`src/rtl/gmlp_pkg.sv`:
```
// gmlp_pkg: shared constants, codes and item types for the gopher menu line parser
// no dependencies; used by every module of the block except gmlp_fifo

package gmlp_pkg;

  localparam int MAX_LINE_BYTES_DEF = 1024;
  localparam int QUEUE_DEPTH_DEF    = 2;

  localparam int BYTE_W   = 8;
  localparam int OFFSET_W = 10;
  localparam int PORT_W   = 32;
  localparam int DIGIT_W  = 4;
  localparam int FIELD_W  = 3;
  localparam int ACC_W    = 36;

  localparam int TEXT_FIELDS = 3;
  localparam logic [FIELD_W-1:0] FIELD_PORT = 3'd3;
  localparam logic [FIELD_W-1:0] FIELD_SAT  = 3'd4;

  localparam logic CMD_BYTE = 1'b0;
  localparam logic CMD_EOL  = 1'b1;

  localparam logic [BYTE_W-1:0] CH_TAB   = 8'h09;
  localparam logic [BYTE_W-1:0] CH_LF    = 8'h0A;
  localparam logic [BYTE_W-1:0] CH_CR    = 8'h0D;
  localparam logic [BYTE_W-1:0] CH_SPACE = 8'h20;
  localparam logic [BYTE_W-1:0] CH_PLUS  = 8'h2B;
  localparam logic [BYTE_W-1:0] CH_MINUS = 8'h2D;
  localparam logic [BYTE_W-1:0] CH_ZERO  = 8'h30;
  localparam logic [BYTE_W-1:0] CH_NINE  = 8'h39;
  localparam logic [BYTE_W-1:0] TYPE_INFO = 8'h69;

  localparam logic [PORT_W-1:0] PORT_NEG_LIMIT = 32'h8000_0000;

  typedef enum logic [1:0] {
    PH_SKIP,
    PH_DIGITS,
    PH_DONE
  } port_phase_t;

  typedef struct packed {
    logic               command;
    logic [BYTE_W-1:0]  data_byte;
    logic               is_tab;
    logic               is_trim;
    logic               is_cspace;
    logic               is_digit;
    logic               is_sign;
    logic               is_minus;
    logic [DIGIT_W-1:0] digit;
  } cmd_item_t;

  typedef struct packed {
    logic      valid;
    cmd_item_t item;
  } front_out_t;

  typedef struct packed {
    logic [BYTE_W-1:0]        type_code;
    logic                     line_valid;
    logic signed [PORT_W-1:0] port_number;
    logic [OFFSET_W-1:0]      display_start;
    logic [OFFSET_W-1:0]      display_length;
    logic [OFFSET_W-1:0]      selector_start;
    logic [OFFSET_W-1:0]      selector_length;
    logic [OFFSET_W-1:0]      host_start;
    logic [OFFSET_W-1:0]      host_length;
    logic                     too_long;
  } result_t;

endpackage

```
`src/rtl/gopher_menu_line_parser.sv`:
```
// gopher_menu_line_parser: top level of the gopher directory line parser
// depends on gmlp_pkg, gmlp_front, gmlp_back and gmlp_fifo

// One byte item per cycle is taken while full is low; the input queue feeds the
// back end, which retires one item every cycle. The result of an end-of-line item
// is written into the result queue when the item is taken and waits there until
// popped; the back end holds an end-of-line item only while that queue is full,
// and byte items keep flowing until the input queue fills. Lines longer than
// MAX_LINE_BYTES report too_long and invalid. Offsets and lengths are 10 bits.

module gopher_menu_line_parser import gmlp_pkg::*; #(
  parameter int MAX_LINE_BYTES = MAX_LINE_BYTES_DEF,
  parameter int QUEUE_DEPTH    = QUEUE_DEPTH_DEF
) (
  input  logic                     clk,
  input  logic                     rst,
  input  logic                     push,
  output logic                     full,
  input  logic                     command,
  input  logic [BYTE_W-1:0]        data_byte,
  output logic                     empty,
  input  logic                     pop,
  output logic [BYTE_W-1:0]        type_code,
  output logic                     line_valid,
  output logic signed [PORT_W-1:0] port_number,
  output logic [OFFSET_W-1:0]      display_start,
  output logic [OFFSET_W-1:0]      display_length,
  output logic [OFFSET_W-1:0]      selector_start,
  output logic [OFFSET_W-1:0]      selector_length,
  output logic [OFFSET_W-1:0]      host_start,
  output logic [OFFSET_W-1:0]      host_length,
  output logic                     too_long
);

  front_out_t fq;
  logic       take;
  result_t    res;

  gmlp_front #(
    .QUEUE_DEPTH(QUEUE_DEPTH)
  ) u_front (
    .clk       (clk),
    .rst       (rst),
    .push      (push),
    .command   (command),
    .data_byte (data_byte),
    .full      (full),
    .fq        (fq),
    .take      (take)
  );

  gmlp_back #(
    .MAX_LINE_BYTES(MAX_LINE_BYTES),
    .QUEUE_DEPTH   (QUEUE_DEPTH)
  ) u_back (
    .clk   (clk),
    .rst   (rst),
    .fq    (fq),
    .take  (take),
    .pop   (pop),
    .res   (res),
    .empty (empty)
  );

  assign type_code       = res.type_code;
  assign line_valid      = res.line_valid;
  assign port_number     = res.port_number;
  assign display_start   = res.display_start;
  assign display_length  = res.display_length;
  assign selector_start  = res.selector_start;
  assign selector_length = res.selector_length;
  assign host_start      = res.host_start;
  assign host_length     = res.host_length;
  assign too_long        = res.too_long;

endmodule

```
`src/rtl/gmlp_fifo.sv`:
```
// gmlp_fifo: small flip-flop queue with first-word fall-through read
// no dependencies; used between front and back and on the result side

module gmlp_fifo #(
  parameter int WIDTH = 8,
  parameter int DEPTH = 2
) (
  input  logic             clk,
  input  logic             rst,
  input  logic             push,
  input  logic [WIDTH-1:0] wr_data,
  output logic             full,
  input  logic             pop,
  output logic [WIDTH-1:0] rd_data,
  output logic             empty
);

  localparam int AW = (DEPTH > 1) ? $clog2(DEPTH) : 1;
  localparam int CW = $clog2(DEPTH + 1);

  logic [WIDTH-1:0] mem [DEPTH];
  logic [AW-1:0]    wr_ptr;
  logic [AW-1:0]    rd_ptr;
  logic [CW-1:0]    count;
  logic [CW-1:0]    count_next;
  logic             do_push;
  logic             do_pop;

  assign full    = (count == CW'(DEPTH));
  assign empty   = (count == '0);
  assign do_push = push && !full;
  assign do_pop  = pop && !empty;
  assign rd_data = mem[rd_ptr];

  always_comb begin
    case ({do_push, do_pop})
      2'b10:   count_next = count + 1'b1;
      2'b01:   count_next = count - 1'b1;
      default: count_next = count;
    endcase
  end

  always_ff @(posedge clk) begin
    if (rst) begin
      wr_ptr <= '0;
      rd_ptr <= '0;
      count  <= '0;
    end else begin
      if (do_push) begin
        wr_ptr <= (wr_ptr == AW'(DEPTH - 1)) ? '0 : wr_ptr + 1'b1;
      end
      if (do_pop) begin
        rd_ptr <= (rd_ptr == AW'(DEPTH - 1)) ? '0 : rd_ptr + 1'b1;
      end
      count <= count_next;
    end
  end

  always_ff @(posedge clk) begin
    if (do_push) begin
      mem[wr_ptr] <= wr_data;
    end
  end

endmodule

```
`src/rtl/gmlp_front.sv`:
```
// gmlp_front: accepts items, classifies each byte and queues it for the back end
// depends on gmlp_pkg and gmlp_fifo

module gmlp_front import gmlp_pkg::*; #(
  parameter int QUEUE_DEPTH = QUEUE_DEPTH_DEF
) (
  input  logic              clk,
  input  logic              rst,
  input  logic              push,
  input  logic              command,
  input  logic [BYTE_W-1:0] data_byte,
  output logic              full,
  output front_out_t        fq,
  input  logic              take
);

  cmd_item_t item;
  logic      q_empty;

  always_comb begin
    item           = '0;
    item.command   = command;
    item.data_byte = data_byte;
    item.is_tab    = (data_byte == CH_TAB);
    item.is_trim   = data_byte inside {CH_SPACE, CH_TAB, CH_CR, CH_LF};
    item.is_cspace = (data_byte == CH_SPACE) || (data_byte inside {[CH_TAB:CH_CR]});
    item.is_digit  = data_byte inside {[CH_ZERO:CH_NINE]};
    item.is_sign   = data_byte inside {CH_PLUS, CH_MINUS};
    item.is_minus  = (data_byte == CH_MINUS);
    item.digit     = DIGIT_W'(data_byte - CH_ZERO);
  end

  gmlp_fifo #(
    .WIDTH($bits(cmd_item_t)),
    .DEPTH(QUEUE_DEPTH)
  ) u_cmd_q (
    .clk     (clk),
    .rst     (rst),
    .push    (push),
    .wr_data (item),
    .full    (full),
    .pop     (take),
    .rd_data (fq.item),
    .empty   (q_empty)
  );

  assign fq.valid = !q_empty;

endmodule

```
`src/rtl/gmlp_back.sv`:
```
// gmlp_back: tracks fields and port of the current line, builds the result at end of line
// depends on gmlp_pkg and gmlp_fifo

module gmlp_back import gmlp_pkg::*; #(
  parameter int MAX_LINE_BYTES = MAX_LINE_BYTES_DEF,
  parameter int QUEUE_DEPTH    = QUEUE_DEPTH_DEF
) (
  input  logic       clk,
  input  logic       rst,
  input  front_out_t fq,
  output logic       take,
  input  logic       pop,
  output result_t    res,
  output logic       empty
);

  localparam int PW = $clog2(MAX_LINE_BYTES + 1);

  cmd_item_t item;
  logic      res_full;
  logic      do_byte;
  logic      do_eol;
  result_t   res_next;

  logic [PW-1:0]       byte_position;
  logic [BYTE_W-1:0]   type_register;
  logic [FIELD_W-1:0]  field_index;
  logic                last_was_tab;
  logic [OFFSET_W-1:0] field_begin;
  logic [OFFSET_W-1:0] first_content;
  logic [OFFSET_W-1:0] last_content;
  logic                content_seen;
  logic [OFFSET_W-1:0] bound_start  [TEXT_FIELDS];
  logic [OFFSET_W-1:0] bound_length [TEXT_FIELDS];
  logic [PORT_W-1:0]   port_magnitude;
  logic                port_negative;
  port_phase_t         port_phase;
  logic                port_digit_seen;
  logic                port_overflow;
  logic                length_exceeded;

  logic [PORT_W-1:0]   port_magnitude_next;
  logic                port_negative_next;
  port_phase_t         port_phase_next;
  logic                port_digit_seen_next;
  logic                port_overflow_next;
  logic                accumulate;
  logic [ACC_W-1:0]    acc;

  logic [OFFSET_W-1:0] pos10;
  logic [OFFSET_W-1:0] close_start;
  logic [OFFSET_W-1:0] close_length;
  logic [FIELD_W-1:0]  field_inc;
  logic                close_eol;
  logic [FIELD_W-1:0]  field_eff;
  logic [OFFSET_W-1:0] eff_start  [TEXT_FIELDS];
  logic [OFFSET_W-1:0] eff_length [TEXT_FIELDS];
  logic                line_ok;
  logic                info_ok;

  assign item    = fq.item;
  assign take    = fq.valid && (item.command == CMD_BYTE || !res_full);
  assign do_byte = take && (item.command == CMD_BYTE);
  assign do_eol  = take && (item.command == CMD_EOL);

  assign pos10        = OFFSET_W'(byte_position);
  assign close_start  = content_seen ? first_content : field_begin;
  assign close_length = content_seen ? (last_content - first_content + 1'b1)
                                     : (pos10 - field_begin);
  assign field_inc    = (field_index < FIELD_SAT) ? field_index + 1'b1 : field_index;

  // port phase and accumulator
  always_comb begin
    port_phase_next = port_phase;
    accumulate      = 1'b0;
    case (port_phase)
      PH_SKIP: begin
        if (item.is_cspace) begin
          port_phase_next = PH_SKIP;
        end else if (item.is_sign) begin
          port_phase_next = PH_DIGITS;
        end else if (!item.is_digit) begin
          port_phase_next = PH_DONE;
        end else begin
          port_phase_next = PH_DIGITS;
          accumulate      = 1'b1;
        end
      end
      PH_DIGITS: begin
        if (!item.is_digit) begin
          port_phase_next = PH_DONE;
        end else begin
          accumulate = 1'b1;
        end
      end
      default: port_phase_next = port_phase;
    endcase
  end

  assign acc = {{(ACC_W - PORT_W){1'b0}}, port_magnitude} * ACC_W'(10)
             + ACC_W'(item.digit);

  always_comb begin
    port_negative_next   = port_negative;
    port_digit_seen_next = port_digit_seen;
    port_overflow_next   = port_overflow;
    port_magnitude_next  = port_magnitude;
    if (port_phase == PH_SKIP && !item.is_cspace && item.is_sign) begin
      port_negative_next = item.is_minus;
    end
    if (accumulate) begin
      port_digit_seen_next = 1'b1;
      if (!port_overflow) begin
        if (acc > ACC_W'(PORT_NEG_LIMIT)) begin
          port_overflow_next = 1'b1;
        end else begin
          port_magnitude_next = PORT_W'(acc);
        end
      end
    end
  end

  always_ff @(posedge clk) begin
    if (rst || do_eol) begin
      byte_position   <= '0;
      type_register   <= '0;
      field_index     <= '0;
      last_was_tab    <= 1'b0;
      field_begin     <= '0;
      first_content   <= '0;
      last_content    <= '0;
      content_seen    <= 1'b0;
      for (int k = 0; k < TEXT_FIELDS; k++) begin
        bound_start[k]  <= '0;
        bound_length[k] <= '0;
      end
      port_magnitude  <= '0;
      port_negative   <= 1'b0;
      port_phase      <= PH_SKIP;
      port_digit_seen <= 1'b0;
      port_overflow   <= 1'b0;
      length_exceeded <= 1'b0;
    end else if (do_byte) begin
      if (length_exceeded || byte_position >= PW'(MAX_LINE_BYTES)) begin
        length_exceeded <= 1'b1;
      end else begin
        byte_position <= byte_position + 1'b1;
        if (byte_position == '0) begin
          type_register <= item.data_byte;
          field_begin   <= OFFSET_W'(1);
        end else if (item.is_tab) begin
          if (field_index < FIELD_W'(TEXT_FIELDS)) begin
            bound_start[field_index[1:0]]  <= close_start;
            bound_length[field_index[1:0]] <= close_length;
          end
          field_index  <= field_inc;
          field_begin  <= pos10 + 1'b1;
          content_seen <= 1'b0;
          last_was_tab <= 1'b1;
        end else begin
          last_was_tab <= 1'b0;
          if (field_index < FIELD_W'(TEXT_FIELDS)) begin
            if (!item.is_trim) begin
              if (!content_seen) begin
                first_content <= pos10;
              end
              last_content <= pos10;
              content_seen <= 1'b1;
            end
          end else if (field_index == FIELD_PORT) begin
            port_phase      <= port_phase_next;
            port_negative   <= port_negative_next;
            port_digit_seen <= port_digit_seen_next;
            port_overflow   <= port_overflow_next;
            port_magnitude  <= port_magnitude_next;
          end
        end
      end
    end
  end

  // end of line: close the open part and build the result
  always_comb begin
    close_eol = !length_exceeded && (byte_position >= PW'(2)) && !last_was_tab;
    field_eff = close_eol ? field_inc : field_index;
    for (int k = 0; k < TEXT_FIELDS; k++) begin
      if (close_eol && field_index == FIELD_W'(k)) begin
        eff_start[k]  = close_start;
        eff_length[k] = close_length;
      end else begin
        eff_start[k]  = bound_start[k];
        eff_length[k] = bound_length[k];
      end
    end
    line_ok = !length_exceeded && (field_eff >= FIELD_SAT) && port_digit_seen
              && !port_overflow && (port_negative || port_magnitude != PORT_NEG_LIMIT);
    info_ok = !length_exceeded && (byte_position != '0) && (field_eff < FIELD_SAT)
              && (field_eff != '0) && (type_register == TYPE_INFO);

    res_next           = '0;
    res_next.type_code = type_register;
    res_next.too_long  = length_exceeded;
    if (line_ok) begin
      res_next.line_valid      = 1'b1;
      res_next.port_number     = port_negative ? PORT_W'(32'd0 - port_magnitude)
                                               : port_magnitude;
      res_next.display_start   = eff_start[0];
      res_next.display_length  = eff_length[0];
      res_next.selector_start  = eff_start[1];
      res_next.selector_length = eff_length[1];
      res_next.host_start      = eff_start[2];
      res_next.host_length     = eff_length[2];
    end else if (info_ok) begin
      res_next.line_valid     = 1'b1;
      res_next.display_start  = eff_start[0];
      res_next.display_length = eff_length[0];
    end
  end

  gmlp_fifo #(
    .WIDTH($bits(result_t)),
    .DEPTH(QUEUE_DEPTH)
  ) u_res_q (
    .clk     (clk),
    .rst     (rst),
    .push    (do_eol),
    .wr_data (res_next),
    .full    (res_full),
    .pop     (pop),
    .rd_data (res),
    .empty   (empty)
  );

endmodule

```
`config.mk`:
```
export PLATFORM = sky130hd
export DESIGN_NAME = gopher_menu_line_parser
export DESIGN_NICKNAME = d
export VERILOG_FILES = /design/src/rtl/gmlp_pkg.sv /design/src/rtl/gopher_menu_line_parser.sv /design/src/rtl/gmlp_fifo.sv /design/src/rtl/gmlp_front.sv /design/src/rtl/gmlp_back.sv
export SDC_FILE = /design/constraint.sdc
export NUM_CORES = 1
export LEC_CHECK = 0
export BUFFER_PORTS_ARGS = -buffer_cell sky130_fd_sc_hd__buf_2
export CORE_MARGIN = 10
export CORE_UTILIZATION = 42
export CTS_BUF_LIST = sky130_fd_sc_hd__clkbuf_16
export DETAILED_ROUTE_END_ITERATION = 8
export HOLD_SLACK_MARGIN = 0.15
export PLACE_DENSITY = 0.6
export REMOVE_ABC_BUFFERS = 1
export SLEW_MARGIN = 20
export SYNTH_ARGS = -nofsm -noshare
export SYNTH_HDL_FRONTEND = slang
export SYNTH_SLANG_ARGS = --single-unit
```
`constraint.sdc`:
```
create_clock -name clk -period 11 [get_ports clk]
set_input_delay 1.1 -clock clk [delete_from_list [all_inputs] [get_ports clk]]
set_output_delay 1.1 -clock clk [all_outputs]
set_load 0.005 [all_outputs]
```
==> results.yml, run 1 <==
run_status:
  status: "complete, no violations"
yosys:
  yosysWarningCount: 0
  yosys_register_bits: 396
  netlist_top_cells_area: "edfxtp_1, dfxtp_1, ha_1, mux2_2, nor2_1"
  synthFlopType: "edfxtp_1"
  syn_area_sq_um: 21300
  synth-edff-count: 294
  ys_types: 101
  async_flop_share: 0
  synth_area_leader_cell: "edfxtp_1"
  avgSynthCellArea_sq_um: 11.4
  synthCells: 1865
  yosysSeqAreaShare: 0.511
  yosys.area.top_type_share: 0.415
floorplan:
  fp.dieH_um: 245
  rows: 82
  ios: 117
  die_width_um: 245
  core_region_area_sq_um: 50100
  initial_core_util: 0.425
  die-area_sq_um: 60000
clock_network:
  cts_buffers: 44
  ctsRootBufferMaster: "clkbuf_16"
  clock_latency_ns: 0.59
  htree_levels: 2
  cts_resized: 0
  clkSlewWorstSetupHoldPaths_ns: 0.06
  cts_sinks: 396
  cts_max_path_buffers: 3
  ctsHoldBuffers: 0
  cts_tree: "built"
  post-cts-setup-buffer-count: 0
timing:
  rsz0062_at_grt: "no"
  setup_ws_ns: 5.41
  slew-limit-headroom: 0.266
  finalSetupViolations: 0
  setup_tns_ns: 0
  fmax_ghz: 0.179
  finalHoldViolations: 0
  drv_slew: 0
  finalCritPeriodShare: 0.508
  clock_skew_ns: 0.0265
  tightest_slew_ns: 1.10
  fin_crit_ns: 5.59
finish:
  layout_common_cells: "edfxtp_1, nor2_1, nand2_1"
  drive_gt1_frac: 0.193
  n_antenna_cell: 0
  multiInputGateArea_sq_um: 9730
  fin_util: 0.475
  synthToLayoutAreaGrowth_pct: 11.8
  fillerInstances: 4648
  final_cell_area_sq_um: 23800
  mostFrequentLayoutCell: "edfxtp_1"
  ff_latch_area_sq_um: 10900
  stdcell_count: 2663
  layout.nets: 2072
global_route:
  grt_use_total: 0.165
  grt_max_degree: 74
  grt_antenna_before_repair: 3
  grt_remaining_overflow: 0
  grt_pass1_wl_um: 80700
  grt_pass1_vias: 14500
placed_design:
  dp_slack_ns: 5.40
  hpwl_um: 35300
  post-place-cells: 2583
  io_buffers: 116
  placed_area_sq_um: 22400
  gp_congestion: 0.902
drt:
  drtPass1Iterations: 5
  drt-total-wl_um: 50500
  drtIter0Drc: 906
  wl_per_cell_um: 19.0
  postRouteAntennaNets: 0
  viasPerCell: 5.37
  num_vias: 14300
  drc: 0
worst_setup_path:
  endpoint_kind: "flop"
  critPathRequiredTime_ns: 11.50
  crit_type: "reg2reg"
  startpoint_type: "flop"
  cp.arrival_ns: 6.09
  cp_max_fo: 28
run:
  drv_cap: 0
power:
  ir_drop_mv: 0.109
  leakagePower_nw: 8.72
  pwr_density_cell_nw_per_um2: 181
min_path:
  hp-class: "reg2reg"
## state kept, by name, indices dropped and copies added, names as in the netlist, 10 cells and up, named ones only
signal	count
u_back.bound_length	30
u_back.bound_start	30
u_back.byte_position	11
u_back.field_begin	10
u_back.first_content	10
u_back.last_content	10
u_back.port_magnitude	32
u_back.u_res_q.mem	204
u_front.u_cmd_q.mem	30
## worst paths after layout
path                            depth (start not counted)                startpoint                        end  slack (ns)
worst max-delay path                                   16  u_back.port_magnitude[3]  u_back.port_magnitude[11]        5.41
worst min-delay path                                    2    u_back.port_digit_seen     u_back.port_digit_seen        0.45
worst max register to register                         16  u_back.port_magnitude[3]  u_back.port_magnitude[11]        5.41
worst min register to register                          2    u_back.port_digit_seen     u_back.port_digit_seen        0.45
## critical path, cell delays in order (launching register included)
cell	delay, ns
dfxtp_1	0.44
ha_1	0.28
ha_1	0.25
fa_1	0.43
a211oi_2	0.46
o211ai_2	0.18
a21oi_4	0.24
o31ai_1	0.12
xor2_1	0.70
nand3_1	0.30
nor4_4	0.51
xnor2_1	0.13
a31o_1	0.26
and4b_4	0.22
a31oi_4	0.21
buf_4	0.51
mux2i_1	0.26
## metrics by stage
step / hold slack (ns) / power [W]
after floorplan: 0.432 / 0.00257
after detailed placement: 0.446 / 0.00295
after global routing: 0.479 / 0.00454
after CTS: 0.453 / 0.00438
after global placement: 0.441 / 0.00292
final: 0.450 / 0.00431
## logic make-up (layout without fill, tap and decap cells)
family                   Yosys count  count (layout)  share of synthesized area
multiplexers                     195             195                     0.0982
AO/OA/AOI/OAI                    304             304                      0.105
flip-flops                       396             396                      0.511
buffers and inverters            142             268                     0.0323
adder cells (fa/ha/maj)          102             102                     0.0614
XOR/XNOR                         125             125                     0.0540
AND/OR/NAND/NOR                  601             601                      0.138
## cell usage after synthesis (all sizes together) (9+ instances only)
cell	n
a21o	9
or3	14
nor2	282
buf	19
o31ai	9
nor2b	9
and4	9
o21ai	65
edfxtp	294
xor2	66
mux2	108
a211oi	71
a31oi	9
nand2b	9
a21oi	59
mux2i	87
nand3	25
nor3	24
nand2	130
clkbuf	67
nor4	18
inv	54
o211ai	14
nand4	21
ha	98
and3	13
dfxtp	102
xnor2	59
o21a	12
## report_power, final
part / total, W / leakage, nW / internal, W / switching (W)
combinational: 0.000905 / 4.42 / 0.000372 / 0.000533
sequential: 0.00198 / 3.59 / 0.00188 / 0.000102
clock: 0.00142 / 0.709 / 0.000808 / 0.000615
total: 0.00431 / 8.72 / 0.00306 / 0.00125
## layer usage
layer  global-route usage  part of all wire  vias up
met1                0.205              0.44     6941
met5                    0           0.00026        -
met2                0.289              0.49      251
met4               0.0524             0.028        2
met3               0.0275             0.037       88
li1                     -                 -     7019
## cell type report
type | instances | share of cell area
clock buffer | 44 | 0.0463
clock inverter | 36 | 0.0125
inverter | 54 | 0.00853
multi-input combinational | 1327 | 0.409
sequential | 396 | 0.458
tap | 672 | 0.0354
timing repair buffer | 134 | 0.0301
No activity file was read; power rests on OpenSTA's default activity.
==> run 2, diff against run 1 <==
Clock period 11 ns to 5.2 ns, I/O delays scaled along.
==> run 2 against run 1 <==
- critical path depth shrank 1
- non-clock buffer count grew 17
- clock power grew 110%
- worst hold slack lost 0.24 ns
- clock skew shrank 0.0023 ns
- wire length shrank 0.76%
- final area grew 0.85%
- critical path type unchanged
- largest power group unchanged
==> results.yml, run 2 (synthesized netlist as in run 1, its figures left out) <==
global_route:
  grt_remaining_overflow: 0
  grt_pass1_wl_um: 80300
  grt_pass1_vias: 14400
  grt_use_total: 0.166
  grt_antenna_before_repair: 2
  grt_max_degree: 64
finish:
  final_cell_area_sq_um: 24000
  multiInputGateArea_sq_um: 9750
  synthToLayoutAreaGrowth_pct: 12.7
  n_antenna_cell: 0
  fin_util: 0.479
  mostFrequentLayoutCell: "edfxtp_1"
  largest_reg_flops: 204
  fillerInstances: 4614
  layout_common_cells: "edfxtp_1, nor2_1, nand2_1"
  drive_gt1_frac: 0.201
  layout.nets: 2090
  largestRegisters: "u_back.u_res_q.mem (204), u_back.port_magnitude (32)"
  top_register: "u_back.u_res_q.mem"
  ff_latch_area_sq_um: 10900
clock_network:
  htree_levels: 2
  clkSlewWorstSetupHoldPaths_ns: 0.06
  cts_buffers: 45
  post-cts-setup-buffer-count: 0
  ctsRootBufferMaster: "clkbuf_16"
  cts_tree: "built"
  cts_sinks: 396
  cts_max_path_buffers: 3
  clock_latency_ns: 0.59
power:
  p_comb_frac: 0.214
  p_sw_w: 0.00264
  p_seq_frac: 0.453
  ir_drop_mv: 0.278
  sw_frac_of_total: 0.288
  p_int_w: 0.00651
  pwr_density_cell_nw_per_um2: 382
  leakagePower_nw: 8.85
  p_clk_frac: 0.332
worst_setup_path:
  crit_type: "reg2reg"
  rr_startpoint: "u_back.port_magnitude[2]"
  cp_common_cell: "ha_1"
  cp_slowest_stage_delay_ns: 0.47
  r2r.worst_path.cells: 15
  slowest_stage: "a2bb2oi_1"
  crit_chain: "ha_1, ha_1, a211oi_4, o211a_1, a2bb2oi_1, o21ai_2, xor2_2, nand4_2, nor4_1, a211oi_1, a31o_1, and4b_4, a31oi_4, buf_4, mux2i_1"
  rr_endpoint: "u_back.port_magnitude[26]"
  cp_top_family: "compound AO/OA/AOI/OAI gates"
  startpoint_type: "flop"
  cp_max_fo: 14
  rrSetupSlack_ns: 0.39
  cp.arrival_ns: 5.31
  cp.buffers_inverters: 1
  critPathRequiredTime_ns: 5.70
  endpoint_kind: "flop"
  crit_start: "u_back.port_magnitude[2]"
drt:
  num_vias: 14300
  drt-total-wl_um: 50200
  wl_per_cell_um: 18.7
  drtIter0Drc: 921
  postRouteAntennaNets: 0
  viasPerCell: 5.34
  drtPass1Iterations: 5
  drc: 0
timing:
  drv_slew: 0
  fmax_ghz: 0.208
  finalHoldViolations: 0
  slew-limit-headroom: 0.378
  tightest_slew_ns: 0.930
  clock_skew_ns: 0.0242
  setup_tns_ns: 0
  finalSetupViolations: 0
  fin_crit_ns: 4.81
  rsz0062_at_grt: "no"
  finalCritPeriodShare: 0.926
floorplan:
  rows: 82
  core_region_area_sq_um: 50100
  die-area_sq_um: 60000
  initial_core_util: 0.425
  fp.dieH_um: 245
  ios: 117
  die_width_um: 245
run_status:
  status: "complete, no violations"
run:
  drv_cap: 0
min_path:
  min_path_cells: 1
  hp-class: "in2reg"
  hold_path_end: "u_front.u_cmd_q.mem[1][10]"
  min_from: "data_byte[0]"
placed_design:
  gp_congestion: 0.882
  placed_area_sq_um: 22500
  hpwl_um: 35300
  io_buffers: 116
run 2: how the worst max path moves through the flow:
stage | to | slack [ns] | cells past startpoint
floorplan | u_back.u_res_q.mem[0][0] | -0.88 | 4
global placement | u_back.port_magnitude[15] | 0.42 | 16
detailed placement | u_back.port_magnitude[15] | 0.35 | 16
CTS | u_back.port_magnitude[15] | 0.32 | 16
global route | u_back.port_magnitude[22] | 0.03 | 15
finish | u_back.port_magnitude[26] | 0.39 | 15
run 2: final cells by class:
cell class	instances	area share
Timing Repair Buffer	151	0.0361
Tap cell	672	0.0351
Multi-Input combinational cell	1327	0.407
Sequential cell	396	0.454
Inverter	54	0.00846
Clock inverter	39	0.0129
Clock buffer	45	0.0470
run 2: power groups by stage:
stage                     Combinational, W  Sequential (W)  Clock, W
after floorplan                    0.00117         0.00427         0
after global placement             0.00200         0.00420         0
after detailed placement           0.00202         0.00422         0
after CTS                          0.00203         0.00416   0.00312
after global routing               0.00219         0.00420   0.00325
final                              0.00196         0.00415   0.00304
run 2: metal layers:
| metal | share of wire | track usage | vias up |
|---|---|---|---|
| met4 | 0.023 | 0.0486 | 2 |
| met3 | 0.035 | 0.0268 | 66 |
| li1 | - | - | 7062 |
| met2 | 0.50 | 0.288 | 216 |
| met1 | 0.44 | 0.208 | 6991 |
| met5 | 0.00026 | 0 | - |
run 2: repair_timing:
item / in CTS / in global routing
setup endpoints to repair: 0 / 12
hold buffers: 4 / 0
endpoints found under the hold margin: 8 / 0
gates resized for setup: 0 / 2
run 2: through the flow:
stage,std cells,total power [W],setup slack [ns],hold WS [ns]
after global routing,2684,0.00964,0.0266,0.192
after detailed placement,2596,0.00624,0.351,0.450
after floorplan,1777,0.00543,-0.883,0.432
final,2684,0.00915,0.387,0.213
after global placement,2596,0.00619,0.425,0.442
after CTS,2684,0.00931,0.320,0.177
==> run 3, diff against run 2 <==
Settings changed: PLACE_DENSITY 0.6 to 0.62, RECOVER_POWER set to 50.
==> run 3 against run 2 <==
- the flow now finishes with violations (max-capacitance violations, max-slew violations)
- core utilization down 0.44 points
- sequential power about the same
- die area unchanged
- non-clock buffer count down 3
- register-to-register slack about the same
- largest power group unchanged
==> results.yml, run 3 (synthesized netlist as in run 1, its figures left out) <==
run_status:
  status: "complete, but fails checks"
  violations: "max-capacitance violations, max-slew violations"
clock_network:
  cts_buffers: 43
  clkSlewWorstSetupHoldPaths_ns: 0.07
  post-cts-setup-buffer-count: 0
  clock_latency_ns: 0.58
  cts_tree: "built"
  cts_sinks: 396
  ctsRootBufferMaster: "clkbuf_16"
  cts_max_path_buffers: 3
  htree_levels: 2
timing:
  fmax_ghz: 0.208
  holdWs_ns: 0.241
  tightest_slew_ns: 2.60
  rsz0062_at_grt: "no"
  finalHoldViolations: 0
  slew-limit-headroom: -0.735
  setup_ws_ns: 0.399
  clock_skew_ns: 0.0240
  finalCritPeriodShare: 0.923
  fin_crit_ns: 4.80
  drv_slew: 167
  finalSetupViolations: 0
placed_design:
  dp_slack_ns: 0.441
  gp_congestion: 0.911
  hpwl_um: 35100
  io_buffers: 116
  placed_area_sq_um: 22500
power:
  pwr_density_cell_nw_per_um2: 381
  total_power_w: 0.00905
  ir_drop_mv: 0.414
  leakagePower_nw: 8.57
global_route:
  grt_remaining_overflow: 0
  grt_use_total: 0.163
  grt_pass1_wl_um: 79000
  grt_antenna_before_repair: 2
  grt_max_degree: 93
  grt_pass1_vias: 14300
floorplan:
  ios: 117
  core_region_area_sq_um: 50100
  initial_core_util: 0.425
  rows: 82
  fp.dieH_um: 245
  die_width_um: 245
  die-area_sq_um: 60000
drt:
  drtIter0Drc: 894
  drtPass1Iterations: 5
  postRouteAntennaNets: 0
  wl_per_cell_um: 18.8
  drt-total-wl_um: 50400
  drc: 0
  viasPerCell: 5.41
  num_vias: 14500
finish:
  largestRegisters: "u_back.u_res_q.mem (204), u_back.port_magnitude (32)"
  final_cell_area_sq_um: 23700
  n_antenna_cell: 0
  top_register: "u_back.u_res_q.mem"
  synthToLayoutAreaGrowth_pct: 11.7
  layout_common_cells: "edfxtp_1, nor2_1, nand2_1"
  largest_reg_flops: 204
  layout.nets: 2085
  mostFrequentLayoutCell: "edfxtp_1"
  drive_gt1_frac: 0.148
  fin_util: 0.474
min_path:
  hp-class: "in2reg"
worst_setup_path:
  cp_max_fo: 31
  startpoint_type: "flop"
  rrSetupSlack_ns: 0.40
  crit_type: "reg2reg"
  rr_endpoint: "u_back.port_magnitude[19]"
  endpoint_kind: "flop"
  crit_start: "u_back.port_magnitude[3]"
  rr_startpoint: "u_back.port_magnitude[3]"
  r2r.worst_path.cells: 16
  cp-endpoint: "u_back.port_magnitude[19]"
  critPathRequiredTime_ns: 5.70
  cp.arrival_ns: 5.30
run:
  drv_cap: 2
[run 3: changes by cell type in the layout (fill, tap and decap cells not counted), sizes merged]
| cell | delta |
|---|---|
| dlygate4sd3 | -3 |
| inv | +5 |
| bufinv | +1 |
| clkinv | -9 |
| clkbuf | +85 |
| buf | -87 |
[run 3: worst max-delay path, stage by stage (launching register included)]
cell and delay [ns]:
dfxtp_1 0.45, ha_1 0.28, ha_1 0.25, fa_1 0.43, a211oi_2 0.32, o21ai_2 0.18, xor2_2 0.29, nand4_1 0.25
nand2b_1 0.29, nor3_1 0.32, and4_4 0.29, mux2_2 0.34, nor3b_2 0.16, and4b_4 0.20, a31oi_4 0.16, buf_12 0.25
mux2i_1 0.23
[run 3: how the worst min path moves through the flow]
stage	startpoint	endpoint	cells after the start
final	data_byte[4]	u_front.u_cmd_q.mem[1][14]	1
after global routing	data_byte[7]	u_front.u_cmd_q.mem[1][17]	1
after CTS	data_byte[4]	u_front.u_cmd_q.mem[1][14]	1
after detailed placement	u_back.port_digit_seen	u_back.port_digit_seen	2
after global placement	u_back.port_digit_seen	u_back.port_digit_seen	2
after floorplan	u_back.port_digit_seen	u_back.port_digit_seen	2
[run 3: cell type report]
class | count | area, sq um
fill | 4674 | 26300
sequential | 396 | 10900
multi-input combinational | 1327 | 9720
clock buffer | 43 | 1080
tap | 672 | 841
timing repair buffer | 148 | 719
clock inverter | 36 | 318
inverter | 54 | 203
[run 3: metal layers]
metal,part of all wire,global-route usage
met1,0.44,0.206
met5,0.00026,0
met3,0.043,0.0276
met4,0.022,0.0480
met2,0.49,0.282
[run 3: power breakdown]
part	total, W	internal (W)	switching, W
combinational	0.00185	0.000721	0.00113
clock	0.00301	0.00172	0.00129
sequential	0.00418	0.00398	0.000201
[run 3: through the flow]
step                cells  TNS, ns
floorplan            1777  -100.97
global placement     2596        0
detailed placement   2596        0
CTS                  2676        0
global route         2676        0
finish               2676        0
[run 3: repair_timing]
action / CTS / global route
hold endpoints to repair: 2 / 0
endpoints found under the setup margin: 0 / 0
resized for setup: 0 / 0
hold buffers: 1 / 0
